[config.mk]
export PLATFORM = sky130hd
export DESIGN_NAME = arinc_latlon_field_parser
export DESIGN_NICKNAME = d
export VERILOG_FILES = /design/src/hw/rtl/alp_pkg.sv /design/src/hw/rtl/alp_cell.sv /design/src/hw/rtl/alp_window.sv /design/src/hw/rtl/alp_decode.sv /design/src/hw/rtl/arinc_latlon_field_parser.sv
export SDC_FILE = /design/constraint.sdc
export NUM_CORES = 1
export LEC_CHECK = 0
export BUFFER_PORTS_ARGS = -buffer_cell sky130_fd_sc_hd__clkbuf_2
export CORE_AREA = 4 4 295 297
export CTS_BUF_LIST = sky130_fd_sc_hd__clkbuf_8
export DETAILED_ROUTE_END_ITERATION = 8
export DIE_AREA = 0 0 299 301
export GPL_ROUTABILITY_DRIVEN = 0
export PLACE_DENSITY = 0.7
export SYNTH_ARGS = -nofsm -noshare
export SYNTH_HDL_FRONTEND = slang
export SYNTH_SLANG_ARGS = --single-unit
export TNS_END_PERCENT = 50
[constraint.sdc]
create_clock -name clk -period 17.2 [get_ports clk]
set_input_delay 0 -clock clk [delete_from_list [all_inputs] [get_ports clk]]
set_output_delay 0 -clock clk [all_outputs]
set_load 0.03 [all_outputs]
[src/hw/rtl/alp_pkg.sv]
// ============================================================================
// Lat/lon field parser package
// Shared widths, character codes and types for the coordinate field parser.
// ============================================================================
package alp_pkg;

    // Window geometry: a full window and the captured part of it.
    localparam int WIN_LEN = 20;
    localparam int CAP_LEN = 19;

    // Default record length limit in bytes.
    localparam int MAX_RECORD_BYTES_DEF = 160;

    // Result field widths.
    localparam int LAT_W = 27;
    localparam int LON_W = 30;
    localparam int LAT_MAG_W = 26;
    localparam int LON_MAG_W = 29;

    // Stream payload widths.
    localparam int IN_DATA_W = 8;
    localparam int OUT_DATA_W = 64;
    localparam int OUT_USER_W = 2;

    // Character codes.
    localparam logic [7:0] CH_N = 8'h4E;
    localparam logic [7:0] CH_S = 8'h53;
    localparam logic [7:0] CH_E = 8'h45;
    localparam logic [7:0] CH_W = 8'h57;
    localparam logic [7:0] CH_0 = 8'h30;
    localparam logic [7:0] CH_9 = 8'h39;

    typedef logic [7:0] byte_t;
    typedef byte_t cap_bytes_t [CAP_LEN];

    // Control from the window chain to the decoder.
    typedef struct packed {
        logic load;   // last item of a record accepted
        logic any;    // a window was chosen
    } sel_ctrl_t;

    function automatic logic is_digit(input byte_t c);
        return (c >= CH_0) && (c <= CH_9);
    endfunction

    // Digit value; a non-digit counts as zero.
    function automatic logic [3:0] digit_val(input byte_t c);
        byte_t d;
        d = c - CH_0;
        return is_digit(c) ? d[3:0] : 4'd0;
    endfunction

endpackage

[src/hw/rtl/alp_cell.sv]
// ============================================================================
// Window cell
// One byte of the sliding window plus the matching north and south capture
// bytes; shifts toward the window start and captures on request.
// ============================================================================
module alp_cell
    import alp_pkg::*;
(
    input  logic  clk,
    input  logic  shift_en,
    input  byte_t shift_in,
    input  logic  cap_north,
    input  logic  cap_south,
    output byte_t byte_q,
    output byte_t north_q,
    output byte_t south_q
);

    byte_t byte_reg;
    byte_t north_reg;
    byte_t south_reg;

    // The captures take the value this cell holds after the shift.
    always_ff @(posedge clk)
    begin
        if (shift_en)
        begin
            byte_reg <= shift_in;
        end
        if (cap_north)
        begin
            north_reg <= shift_in;
        end
        if (cap_south)
        begin
            south_reg <= shift_in;
        end
    end

    assign byte_q  = byte_reg;
    assign north_q = north_reg;
    assign south_q = south_reg;

endmodule

[src/hw/rtl/alp_window.sv]
// ============================================================================
// Sliding window chain
// A row of window cells with byte counting, window matching and selection
// of the captured window at the end of a record.
// ============================================================================
module alp_window
    import alp_pkg::*;
#(
    parameter int MAX_RECORD_BYTES = MAX_RECORD_BYTES_DEF
)
(
    input  logic       clk,
    input  logic       rst_n,
    input  logic       accept,
    input  byte_t      data_byte,
    input  logic       is_last,
    output cap_bytes_t sel_bytes,
    output sel_ctrl_t  sel_ctrl
);

    localparam int CNT_W = $clog2(MAX_RECORD_BYTES + 1);

    logic [CNT_W-1:0] count_reg;
    logic [CNT_W-1:0] count_next;
    logic             north_reg;
    logic             north_next;
    logic             south_reg;
    logic             south_next;
    byte_t            head_reg;

    logic  shift_en;
    logic  match;
    logic  cap_north;
    logic  cap_south;
    byte_t shift_in  [CAP_LEN];
    byte_t cell_byte [CAP_LEN];
    byte_t cell_north[CAP_LEN];
    byte_t cell_south[CAP_LEN];

    // Bytes past the record limit are dropped.
    assign shift_en = accept && (count_reg < CNT_W'(MAX_RECORD_BYTES));

    // Each cell takes its right neighbor; the head takes the new byte.
    always_comb
    begin
        for (int k = 0; k < CAP_LEN; k++)
        begin
            shift_in[k] = (k == CAP_LEN - 1) ? head_reg : cell_byte[(k + 1) % CAP_LEN];
        end
    end

    // Test the window as it stands after this shift.
    assign match = shift_en && (count_reg >= CNT_W'(CAP_LEN))
                   && ((shift_in[9] == CH_W) || (shift_in[9] == CH_E));
    assign cap_north = match && (shift_in[0] == CH_N) && !north_reg;
    assign cap_south = match && (shift_in[0] == CH_S) && !south_reg;

    genvar g;
    generate
        for (g = 0; g < CAP_LEN; g++)
        begin : g_cell
            alp_cell u_cell (
                .clk       (clk),
                .shift_en  (shift_en),
                .shift_in  (shift_in[g]),
                .cap_north (cap_north),
                .cap_south (cap_south),
                .byte_q    (cell_byte[g]),
                .north_q   (cell_north[g]),
                .south_q   (cell_south[g])
            );
        end
    endgenerate

    // Head of the chain holds the newest byte.
    always_ff @(posedge clk)
    begin
        if (shift_en)
        begin
            head_reg <= data_byte;
        end
    end

    // Counters and found flags; the end of a record clears them.
    always_comb
    begin
        count_next = count_reg;
        north_next = north_reg || cap_north;
        south_next = south_reg || cap_south;
        if (shift_en)
        begin
            count_next = count_reg + CNT_W'(1);
        end
        if (accept && is_last)
        begin
            count_next = '0;
            north_next = 1'b0;
            south_next = 1'b0;
        end
    end

    always_ff @(posedge clk or negedge rst_n)
    begin
        if (!rst_n)
        begin
            count_reg <= '0;
            north_reg <= 1'b0;
            south_reg <= 1'b0;
        end
        else
        begin
            count_reg <= count_next;
            north_reg <= north_next;
            south_reg <= south_next;
        end
    end

    // North wins over south; a capture made this cycle comes from the window.
    always_comb
    begin
        for (int k = 0; k < CAP_LEN; k++)
        begin
            if (north_reg)
            begin
                sel_bytes[k] = cell_north[k];
            end
            else if (cap_north)
            begin
                sel_bytes[k] = shift_in[k];
            end
            else if (south_reg)
            begin
                sel_bytes[k] = cell_south[k];
            end
            else
            begin
                sel_bytes[k] = shift_in[k];
            end
        end
    end

    assign sel_ctrl.load = accept && is_last;
    assign sel_ctrl.any  = north_reg || south_reg || cap_north || cap_south;

endmodule

[src/hw/rtl/alp_decode.sv]
// ============================================================================
// Coordinate decoder
// Three-stage pipeline: window register, digit conversion, then scaling,
// sign and the output register, with per-stage flow control.
// ============================================================================
module alp_decode
    import alp_pkg::*;
(
    input  logic                  clk,
    input  logic                  rst_n,
    input  cap_bytes_t            sel_bytes,
    input  sel_ctrl_t             sel_ctrl,
    output logic                  in_ready,
    output logic                  out_valid,
    input  logic                  out_ready,
    output logic                  found,
    output logic                  bad_digit,
    output logic signed [LAT_W-1:0] lat_value,
    output logic signed [LON_W-1:0] lon_value
);

    // Stage valid bits.
    logic v1_reg, v1_next;
    logic v2_reg, v2_next;
    logic ov_reg, ov_next;
    logic out_go;
    logic can2;
    logic load2;

    // Stage 1 payload.
    byte_t win_reg [CAP_LEN];
    logic  any1_reg;

    // Stage 2 payload.
    logic [6:0]  lat_deg_reg;
    logic [6:0]  lat_min_reg;
    logic [13:0] lat_sec_reg;
    logic [9:0]  lon_deg_reg;
    logic [6:0]  lon_min_reg;
    logic [13:0] lon_sec_reg;
    logic        neg_lat_reg;
    logic        neg_lon_reg;
    logic        any2_reg;
    logic        bad2_reg;

    // Output payload.
    logic                    found_reg;
    logic                    bad_reg;
    logic [LAT_W-1:0]        lat_reg;
    logic [LON_W-1:0]        lon_reg;

    logic [3:0]           d [CAP_LEN];
    logic                 bad_any;
    logic [LAT_MAG_W-1:0] lat_mag;
    logic [LON_MAG_W-1:0] lon_mag;
    logic [LAT_W-1:0]     lat_next;
    logic [LON_W-1:0]     lon_next;

    // Flow control: a stage moves when the next one is empty or moving.
    assign out_go   = v2_reg && (!ov_reg || out_ready);
    assign can2     = !v2_reg || out_go;
    assign in_ready = !v1_reg || can2;
    assign load2    = v1_reg && can2;

    always_comb
    begin
        v1_next = v1_reg;
        v2_next = v2_reg;
        ov_next = ov_reg;
        if (sel_ctrl.load)
        begin
            v1_next = 1'b1;
        end
        else if (can2)
        begin
            v1_next = 1'b0;
        end
        if (load2)
        begin
            v2_next = 1'b1;
        end
        else if (out_go)
        begin
            v2_next = 1'b0;
        end
        if (out_go)
        begin
            ov_next = 1'b1;
        end
        else if (out_ready)
        begin
            ov_next = 1'b0;
        end
    end

    always_ff @(posedge clk or negedge rst_n)
    begin
        if (!rst_n)
        begin
            v1_reg <= 1'b0;
            v2_reg <= 1'b0;
            ov_reg <= 1'b0;
        end
        else
        begin
            v1_reg <= v1_next;
            v2_reg <= v2_next;
            ov_reg <= ov_next;
        end
    end

    // Stage 1: hold the chosen window.
    always_ff @(posedge clk)
    begin
        if (sel_ctrl.load)
        begin
            win_reg  <= sel_bytes;
            any1_reg <= sel_ctrl.any;
        end
    end

    // Digit values and the check of every digit position.
    always_comb
    begin
        bad_any = 1'b0;
        for (int k = 0; k < CAP_LEN; k++)
        begin
            d[k] = digit_val(win_reg[k]);
            if ((k != 0) && (k != 9) && !is_digit(win_reg[k]))
            begin
                bad_any = 1'b1;
            end
        end
    end

    // Stage 2: decimal fields in binary.
    always_ff @(posedge clk)
    begin
        if (load2)
        begin
            lat_deg_reg <= 7'(d[1]) * 7'd10 + 7'(d[2]);
            lat_min_reg <= 7'(d[3]) * 7'd10 + 7'(d[4]);
            lat_sec_reg <= 14'(d[5]) * 14'd1000 + 14'(d[6]) * 14'd100
                           + 14'(d[7]) * 14'd10 + 14'(d[8]);
            lon_deg_reg <= 10'(d[10]) * 10'd100 + 10'(d[11]) * 10'd10 + 10'(d[12]);
            lon_min_reg <= 7'(d[13]) * 7'd10 + 7'(d[14]);
            lon_sec_reg <= 14'(d[15]) * 14'd1000 + 14'(d[16]) * 14'd100
                           + 14'(d[17]) * 14'd10 + 14'(d[18]);
            neg_lat_reg <= (win_reg[0] == CH_S);
            neg_lon_reg <= (win_reg[9] == CH_W);
            any2_reg    <= any1_reg;
            bad2_reg    <= any1_reg && bad_any;
        end
    end

    // Scale to hundredths of an arcsecond and apply the hemisphere sign.
    assign lat_mag = LAT_MAG_W'(lat_deg_reg) * LAT_MAG_W'(360000)
                   + LAT_MAG_W'(lat_min_reg) * LAT_MAG_W'(6000)
                   + LAT_MAG_W'(lat_sec_reg);
    assign lon_mag = LON_MAG_W'(lon_deg_reg) * LON_MAG_W'(360000)
                   + LON_MAG_W'(lon_min_reg) * LON_MAG_W'(6000)
                   + LON_MAG_W'(lon_sec_reg);

    always_comb
    begin
        lat_next = neg_lat_reg ? (LAT_W'(0) - LAT_W'(lat_mag)) : LAT_W'(lat_mag);
        lon_next = neg_lon_reg ? (LON_W'(0) - LON_W'(lon_mag)) : LON_W'(lon_mag);
        if (!any2_reg || bad2_reg)
        begin
            lat_next = '0;
            lon_next = '0;
        end
    end

    // Output register.
    always_ff @(posedge clk)
    begin
        if (out_go)
        begin
            found_reg <= any2_reg && !bad2_reg;
            bad_reg   <= bad2_reg;
            lat_reg   <= lat_next;
            lon_reg   <= lon_next;
        end
    end

    assign out_valid = ov_reg;
    assign found     = found_reg;
    assign bad_digit = bad_reg;
    assign lat_value = lat_reg;
    assign lon_value = lon_reg;

endmodule

[src/hw/rtl/arinc_latlon_field_parser.sv]
// ============================================================================
// Lat/lon field parser
// Scans record text for a hDDMMSSSShDDDMMSSSS coordinate window and reports
// latitude and longitude in hundredths of an arcsecond at the record end.
// ============================================================================
//
// Channel   Dir  Payload                                   Items
// s_axis    in   tdata = data_byte[7:0], tlast = is_last   one per text byte
// m_axis    out  tuser = found, bad_digit; tdata = lat,lon one per record
//
// Every cycle one byte can be taken while the first stage is free; the window
// chain shifts once per item below the record limit. After the last byte of its
// record, a result passes the window register, digit conversion and scaling stages.
// Reset clears the byte count, the found flags and all stage valid bits.
// A stalled result stops only the stages behind it; bytes keep flowing while
// the first stage is free.
//
module arinc_latlon_field_parser
    import alp_pkg::*;
#(
    parameter int MAX_RECORD_BYTES = MAX_RECORD_BYTES_DEF
)
(
    input  logic                  clk,
    input  logic                  rst_n,
    input  logic                  s_axis_tvalid,
    output logic                  s_axis_tready,
    input  logic [IN_DATA_W-1:0]  s_axis_tdata,   // [7:0] data_byte
    input  logic                  s_axis_tlast,   // is_last
    output logic                  m_axis_tvalid,
    input  logic                  m_axis_tready,
    output logic [OUT_DATA_W-1:0] m_axis_tdata,   // [26:0] lat_value, [56:27] lon_value
    output logic [OUT_USER_W-1:0] m_axis_tuser    // [0] found, [1] bad_digit
);

    logic       accept;
    cap_bytes_t sel_bytes;
    sel_ctrl_t  sel_ctrl;
    logic       found;
    logic       bad_digit;
    logic signed [LAT_W-1:0] lat_value;
    logic signed [LON_W-1:0] lon_value;

    assign accept = s_axis_tvalid && s_axis_tready;

    // Window chain with capture and selection.
    alp_window #(
        .MAX_RECORD_BYTES (MAX_RECORD_BYTES)
    ) u_window (
        .clk       (clk),
        .rst_n     (rst_n),
        .accept    (accept),
        .data_byte (s_axis_tdata),
        .is_last   (s_axis_tlast),
        .sel_bytes (sel_bytes),
        .sel_ctrl  (sel_ctrl)
    );

    // Digit conversion and output pipeline.
    alp_decode u_decode (
        .clk       (clk),
        .rst_n     (rst_n),
        .sel_bytes (sel_bytes),
        .sel_ctrl  (sel_ctrl),
        .in_ready  (s_axis_tready),
        .out_valid (m_axis_tvalid),
        .out_ready (m_axis_tready),
        .found     (found),
        .bad_digit (bad_digit),
        .lat_value (lat_value),
        .lon_value (lon_value)
    );

    // Pack the result item.
    assign m_axis_tdata = {{(OUT_DATA_W - LAT_W - LON_W){1'b0}}, lon_value, lat_value};
    assign m_axis_tuser = {bad_digit, found};

endmodule

==> results of run 1 <==
## power groups by stage
stage	combinational (mW)	sequential, mW	clock, mW
floorplan	3.78	2.29	0
global placement	4.78	2.22	0
detailed placement	4.85	2.23	0
CTS	4.88	2.19	1.53
global route	5.44	2.20	1.62
finish	4.87	2.19	1.49
## metal layers
| metal | GRT usage, % | vias up | part of all wire, % |
|---|---|---|---|
| met4 | 4.85 | 0 | 2.3 |
| met2 | 28.4 | 397 | 47 |
| met3 | 2.59 | 117 | 4.0 |
| li1 | - | 12000 | - |
| met5 | 0 | - | 0 |
| met1 | 24.4 | 11700 | 47 |
## Yosys cell counts (all sizes together), types with 4 or more instances
cell | count | area (um2)
nor2b | 22 | 138
nand3b | 5 | 37.5
a211oi | 13 | 110
nor3 | 23 | 115
nor4b | 6 | 73.8
a2111oi | 6 | 71.3
mux2i | 161 | 1610
xor2 | 67 | 587
xnor2 | 123 | 1130
nand2 | 246 | 923
nand4 | 16 | 100
inv | 338 | 1270
nand3 | 25 | 130
o211ai | 14 | 129
o31ai | 12 | 95.1
fa | 167 | 3340
nor4 | 12 | 96.3
and2 | 56 | 350
or2 | 18 | 113
ha | 369 | 4620
o21bai | 18 | 135
o21a | 18 | 135
or3 | 13 | 86.3
edfxtp | 731 | 22000
a31oi | 7 | 43.8
buf | 29 | 168
o2111ai | 6 | 52.6
a21oi | 99 | 514
o21ai | 246 | 1240
dfrtp | 13 | 325
and4 | 19 | 166
nor2 | 140 | 528
a21o | 40 | 300
a21boi | 7 | 52.6
nor3b | 9 | 67.6
a211o | 5 | 43.8
o311ai | 4 | 35.0
and3 | 15 | 95.1
nand2b | 30 | 188
clkbuf | 57 | 244
## final timing paths
check	from	cells after the start	slack (ps)	endpoint
worst max-delay path	u_decode.lat_min_reg[6]$_DFFE_PP_	28	9660	u_decode.lat_value[26]$_SDFFCE_PP0P_
max in group asynchronous	rst_n	3	15960	u_window.north_reg$_DFF_PN0_
min in group asynchronous	rst_n	3	540	u_window.count_reg[4]$_DFFE_PN0P_
worst max register to register	u_decode.lat_min_reg[6]$_DFFE_PP_	28	9660	u_decode.lat_value[26]$_SDFFCE_PP0P_
worst min-delay path	m_axis_tready	4	130	u_decode.out_valid$_DFFE_PN0P_
worst min register to register	u_decode.bad2_reg$_DFFE_PP_	0	430	u_decode.bad_digit$_DFFE_PP_
## layout by cell type, fill, tap and decap left out, types with 94 or more instances in the layout
| cell type | n |
|---|---|
| a21oi_1 | 94 |
| clkbuf_8 | 127 |
| edfxtp_1 | 731 |
| fa_1 | 167 |
| ha_1 | 369 |
| inv_1 | 375 |
| mux2i_1 | 161 |
| nand2_1 | 246 |
| nor2_1 | 139 |
| o21ai_0 | 234 |
| xnor2_1 | 119 |
## layout make-up
cell class | instances | area [um2]
Tap cell | 1144 | 1430
Multi-Input combinational cell | 2095 | 18000
Inverter | 338 | 1270
Timing Repair Buffer | 114 | 743
Fill cell | 7000 | 38500
Clock buffer | 127 | 1750
Clock inverter | 92 | 634
Sequential cell | 744 | 22300
Antenna cell | 1 | 2.50
## what timing repair did
action	CTS	global route
resized for setup	0	0
endpoints found under the hold margin	61	0
buffers inserted	0	0
endpoints found under the setup margin	0	0
hold buffers	23	0
## tightest hold or removal path: stages
cell and delay, ps:
dlygate4sd3_1 530, clkbuf_2 110, nand2b_1 120, nand2b_1 50
## stage by stage
stage / power (mW) / std cells / util (%) / setup TNS (ps)
5_1_grt: 9.26 / 4655 / 54.5 / 0
3_5_place_dp: 7.07 / 4412 / 51.4 / 0
6_report: 8.55 / 4655 / 54.5 / 0
4_1_cts: 8.61 / 4654 / 54.5 / 0
3_3_place_gp: 7.01 / 4412 / 51.4 / 0
2_1_floorplan: 6.06 / 3263 / - / -64540
## kinds of logic (layout without fill, tap and decap cells)
logic type               Yosys count  after routing
AO/OA/AOI/OAI                    527            527
XOR/XNOR                         190            190
adder cells (fa/ha/maj)          536            536
buffers and inverters            424            671
flip-flops                       744            744
multiplexers                     162            162
other                              1              8
AND/OR/NAND/NOR                  673            673
==> impl_metrics.yaml, run 1 <==
outcome:
  status: "finished clean"
global_route:
  grt_max_degree: 153
  grt_pass1_vias: 24400
  grt_use_total_pct: 17.4
  grt_remaining_overflow: 0
  antenna_found_initial: 2
  grt_pass1_wl_mm: 127
pwr:
  p_leak_nw: 19.8
  ir_drop_mv: 0.243
  comb_power_share_pct: 57.0
  seqPwrFrac_pct: 25.6
  p_per_area_nw_per_um2: 185
  internal_power_mw: 4.86
  pwr-share-clk_pct: 17.4
  p_sw_share_pct: 43.2
  power_switching_mw: 3.69
worst_setup_path:
  cpMaxStageDelayCell: "fa_1"
  cp_top_family: "adder cells"
  path_buf_inv: 4
  cp-start-kind: "flop"
  crit_type: "flop to flop"
  worstPathArrival_ps: 7980
  crit_path_max_incr_delay_ps: 560
  path_max_fanout: 5
  endpoint_kind: "flop"
  worstPathRequired_ps: 17640
placed_design:
  post-place-ws_ps: 9640
  place.port_buffers: 73
  placement.cell_area_um2: 43500
  post-dp-hpwl_mm: 53.9
clock_tree:
  cts_made_buffers: 118
  cts_sinks: 744
  htree_levels: 3
  clk_pin_slew_ps: 60
  clk_latency_ps: 730
  cts_tree: "yes"
  ctsLongestPathBuffers: 3
  cts_root_buffer: "clkbuf_8"
flow_run:
  cap_violations: 0
floorplan:
  std_cell_rows: 107
  core_area_um2: 84600
  chipWidth_um: 299
  io_pins: 81
  fp.dieH_um: 301
  initial_utilization_pct: 49.5
  dieArea_um2: 90000
synth:
  ys_seq_elements: 744
  synthArstFlopShare_pct: 1.75
  synth_warnings: 0
  synth-compound-area-share_pct: 7.79
  muxShareOfSynthArea_pct: 3.87
  synth_xor_area_share_pct: 4.10
  synth_cells: 3257
  synthSimpleGateAreaFrac_pct: 8.08
  synth_adder_area_share_pct: 19.0
  synth_ff_type: "edfxtp_1"
  syn_area_um2: 41900
  synth_top_family_by_area: "adder cells"
  synth_enable_flop_cells: 731
  ys_seq_area_share_pct: 53.2
  ys_types: 96
  avgSynthCellArea_um2: 12.9
detailed_routing:
  firstDrtPassIters: 5
  drc: 0
  drt-wirelength-per-cell_um: 16.7
  ant_nets: 0
  detail_route.vias_per_cell: 5.19
  initialDrtViolationCount: 1404
  routed_wl_mm: 77.8
  vias: 24200
final_layout:
  synthToLayoutAreaGrowth_pct: 10.1
  fin_nets: 3960
  finalInstanceArea_um2: 46100
  drive_gt1_share_pct: 8.92
sta:
  setup_viol: 0
  finalHoldViolCount: 0
  fin_crit_sh_pct: 43.9
  rsz0062_at_grt: "false"
  fin_ws_ps: 9660
  whs_ps: 135
  fin_worst_skew_ps: 31.3
  tightest_slew_ps: 1110
  maxSlewViolCount: 0
  fmax_mhz: 133
  worst_slew_margin_rel_pct: 26.2
  fin_crit_ps: 7540
min_path:
  hold_path_class: "input pin to flop"
(Power assumes the default switching activity.)
==> run 2, diff against run 1 <==
- PLACE_DENSITY: 0.7 -> 0.67
- clock period: 17.2 -> 7.3 ns (I/O delays scaled with it)
==> impl_metrics.yaml, run 2 (synthesis results as in run 1) <==
outcome:
  status: "finished clean"
clock_tree:
  cts_sinks: 744
  htree_levels: 3
  clk_pin_slew_ps: 60
  cts_made_buffers: 118
  clk_latency_ps: 740
  cts_tree: "yes"
  ctsLongestPathBuffers: 3
  cts_root_buffer: "clkbuf_8"
detailed_routing:
  drc: 0
  vias: 24300
  firstDrtPassIters: 5
  routed_wl_mm: 78.2
  drt-wirelength-per-cell_um: 16.7
  detail_route.vias_per_cell: 5.19
  ant_nets: 0
  initialDrtViolationCount: 1276
placed_design:
  post-dp-hpwl_mm: 53.4
  place.port_buffers: 73
sta:
  fin_crit_ps: 7040
  finalHoldViolCount: 0
  maxSlewViolCount: 0
  setup_viol: 0
  worst_slew_margin_rel_pct: 30.9
  fin_crit_sh_pct: 96.4
  fmax_mhz: 142
  tightest_slew_ps: 1040
  fin_worst_skew_ps: 54.1
worst_setup_path:
  worstPathRequired_ps: 7750
  worstPathArrival_ps: 7490
  cp-start-kind: "flop"
  endpoint_kind: "flop"
  crit_path_max_incr_delay_ps: 540
  timing.rr.start: "u_decode.lat_min_reg[4]$_DFFE_PP_"
  reg2reg_depth: 26
  path_buf_inv: 6
  path_max_fanout: 6
  cp_common_cell: "inv_1"
  crit_type: "flop to flop"
  cp_top_family: "adder cells"
  reg2reg_slack_ps: 260
  reg2reg_to: "u_decode.lat_value[22]$_SDFFCE_PN0P_"
  cpMaxStageDelayCell: "fa_1"
global_route:
  grt_remaining_overflow: 0
  grt_max_degree: 215
  antenna_found_initial: 1
  grt_pass1_wl_mm: 127
  grt_use_total_pct: 17.4
  grt_pass1_vias: 24100
flow_run:
  cap_violations: 0
min_path:
  min_path_cells: 5
  worstHoldStart: "m_axis_tready"
  min_to: "u_decode.v2_reg$_DFFE_PN0P_"
  hold_path_class: "input pin to flop"
final_layout:
  final_cell_mix: "edfxtp_1, inv_1, ha_1"
  num-fill-cells: 7085
  fin_nets: 3997
  post-route-util_pct: 55.0
  drive_gt1_share_pct: 11.0
  final_common_cell: "edfxtp_1"
  synthToLayoutAreaGrowth_pct: 11.1
floorplan:
  dieArea_um2: 90000
  std_cell_rows: 107
  fp.dieH_um: 301
  initial_utilization_pct: 49.5
  io_pins: 81
  core_area_um2: 84600
  chipWidth_um: 299
pwr:
  p_leak_nw: 19.9
  ir_drop_mv: 0.757
  p_per_area_nw_per_um2: 452
  finalPower_mw: 21.1
run 2: cell types whose count changed in the layout (fill, tap and decap cells not counted), moves of 5 or more:
cell	change
a21oi_1	-7
a21oi_2	+7
inv_2	+5
clkbuf_8	-9
ha_1	-12
ha_4	+8
buf_4	+35
clkinv_2	-5
run 2: worst max path at each step:
stage / start / end / slack (ps) / cells after the start
after floorplan: u_decode.out_valid$_DFFE_PN0P_ / u_decode.win_reg[144]$_DFFE_PP_ / 180 / 12
after global placement: u_decode.lon_min_reg[5]$_DFFE_PP_ / u_decode.lon_value[27]$_SDFFCE_PN0P_ / 130 / 29
after detailed placement: u_decode.lon_min_reg[4]$_DFFE_PP_ / u_decode.lon_value[27]$_SDFFCE_PN0P_ / 30 / 29
after CTS: u_decode.lon_min_reg[4]$_DFFE_PP_ / u_decode.lon_value[27]$_SDFFCE_PN0P_ / 7 / 29
after global routing: u_decode.lat_min_reg[4]$_DFFE_PP_ / u_decode.lat_value[25]$_SDFFCE_PN0P_ / -60 / 30
final: u_decode.lat_min_reg[4]$_DFFE_PP_ / u_decode.lat_value[22]$_SDFFCE_PN0P_ / 260 / 26
run 2: where the power goes:
group / internal (mW) / switching [mW] / total (mW)
clock network: 1.74 / 1.63 / 3.37
logic: 5.38 / 7.15 / 12.5
registers: 5.03 / 0.123 / 5.15
total: 12.1 / 8.90 / 21.1
run 2: metal layers:
| layer | GRT usage, % | up-vias | wire (um) |
|---|---|---|---|
| met1 | 25.0 | 11700 | 37100 |
| met3 | 2.17 | 94 | 3200 |
| met5 | 0 | - | 0 |
| met2 | 28.1 | 472 | 36300 |
| li1 | - | 12000 | - |
| met4 | 5.10 | 0 | 1550 |
run 2: per-stage QoR:
stage | cell area, um2 | hold WS, ps | setup TNS, ps | worst slack (ps) | cells
final | 46600 | 112 | 0 | 263 | 4687
after global routing | 46600 | 105 | -226 | -58.6 | 4686
after CTS | 46200 | 33.0 | 0 | 6.84 | 4672
after detailed placement | 43700 | -57.9 | 0 | 30.0 | 4436
after global placement | 43700 | -64.2 | 0 | 133 | 4436
after floorplan | 42000 | -296 | 0 | 179 | 3263
run 2: final cells by class:
class | count | area [um2] | area share, %
Clock inverter | 95 | 617 | 1.32
Antenna cell | 2 | 5.00 | 0.0108
Multi-Input combinational cell | 2095 | 18300 | 39.2
Sequential cell | 744 | 22300 | 47.9
Inverter | 338 | 1270 | 2.73
Clock buffer | 118 | 1620 | 3.49
Tap cell | 1144 | 1430 | 3.07
Timing Repair Buffer | 151 | 1060 | 2.28
run 2: worst reg2reg max path, cell delays in order (launching register included):
cell and delay, ps:
edfxtp_1 410, inv_1 110, fa_2 460, fa_1 540, inv_1 50, fa_1 500, inv_1 60, fa_1 510
inv_1 40, ha_1 320, o21a_1 130, o21a_1 180, o21a_1 180, or2_2 300, fa_1 500, inv_1 40
ha_1 310, buf_4 160, o2111ai_1 100, o21ai_0 390, o22ai_1 170, xnor2_1 200, nor4_2 380, nand2b_1 170
o41ai_2 360, xor2_1 180, nor2_1 50
run 2: what timing repair did:
item,4_1_cts,5_1_grt
endpoints found under the hold margin,73,0
setup buffers,0,13
setup endpoints to repair,1,17
resized for setup,1,55
pin swaps,1,32
cloned,0,0
hold buffers,23,0
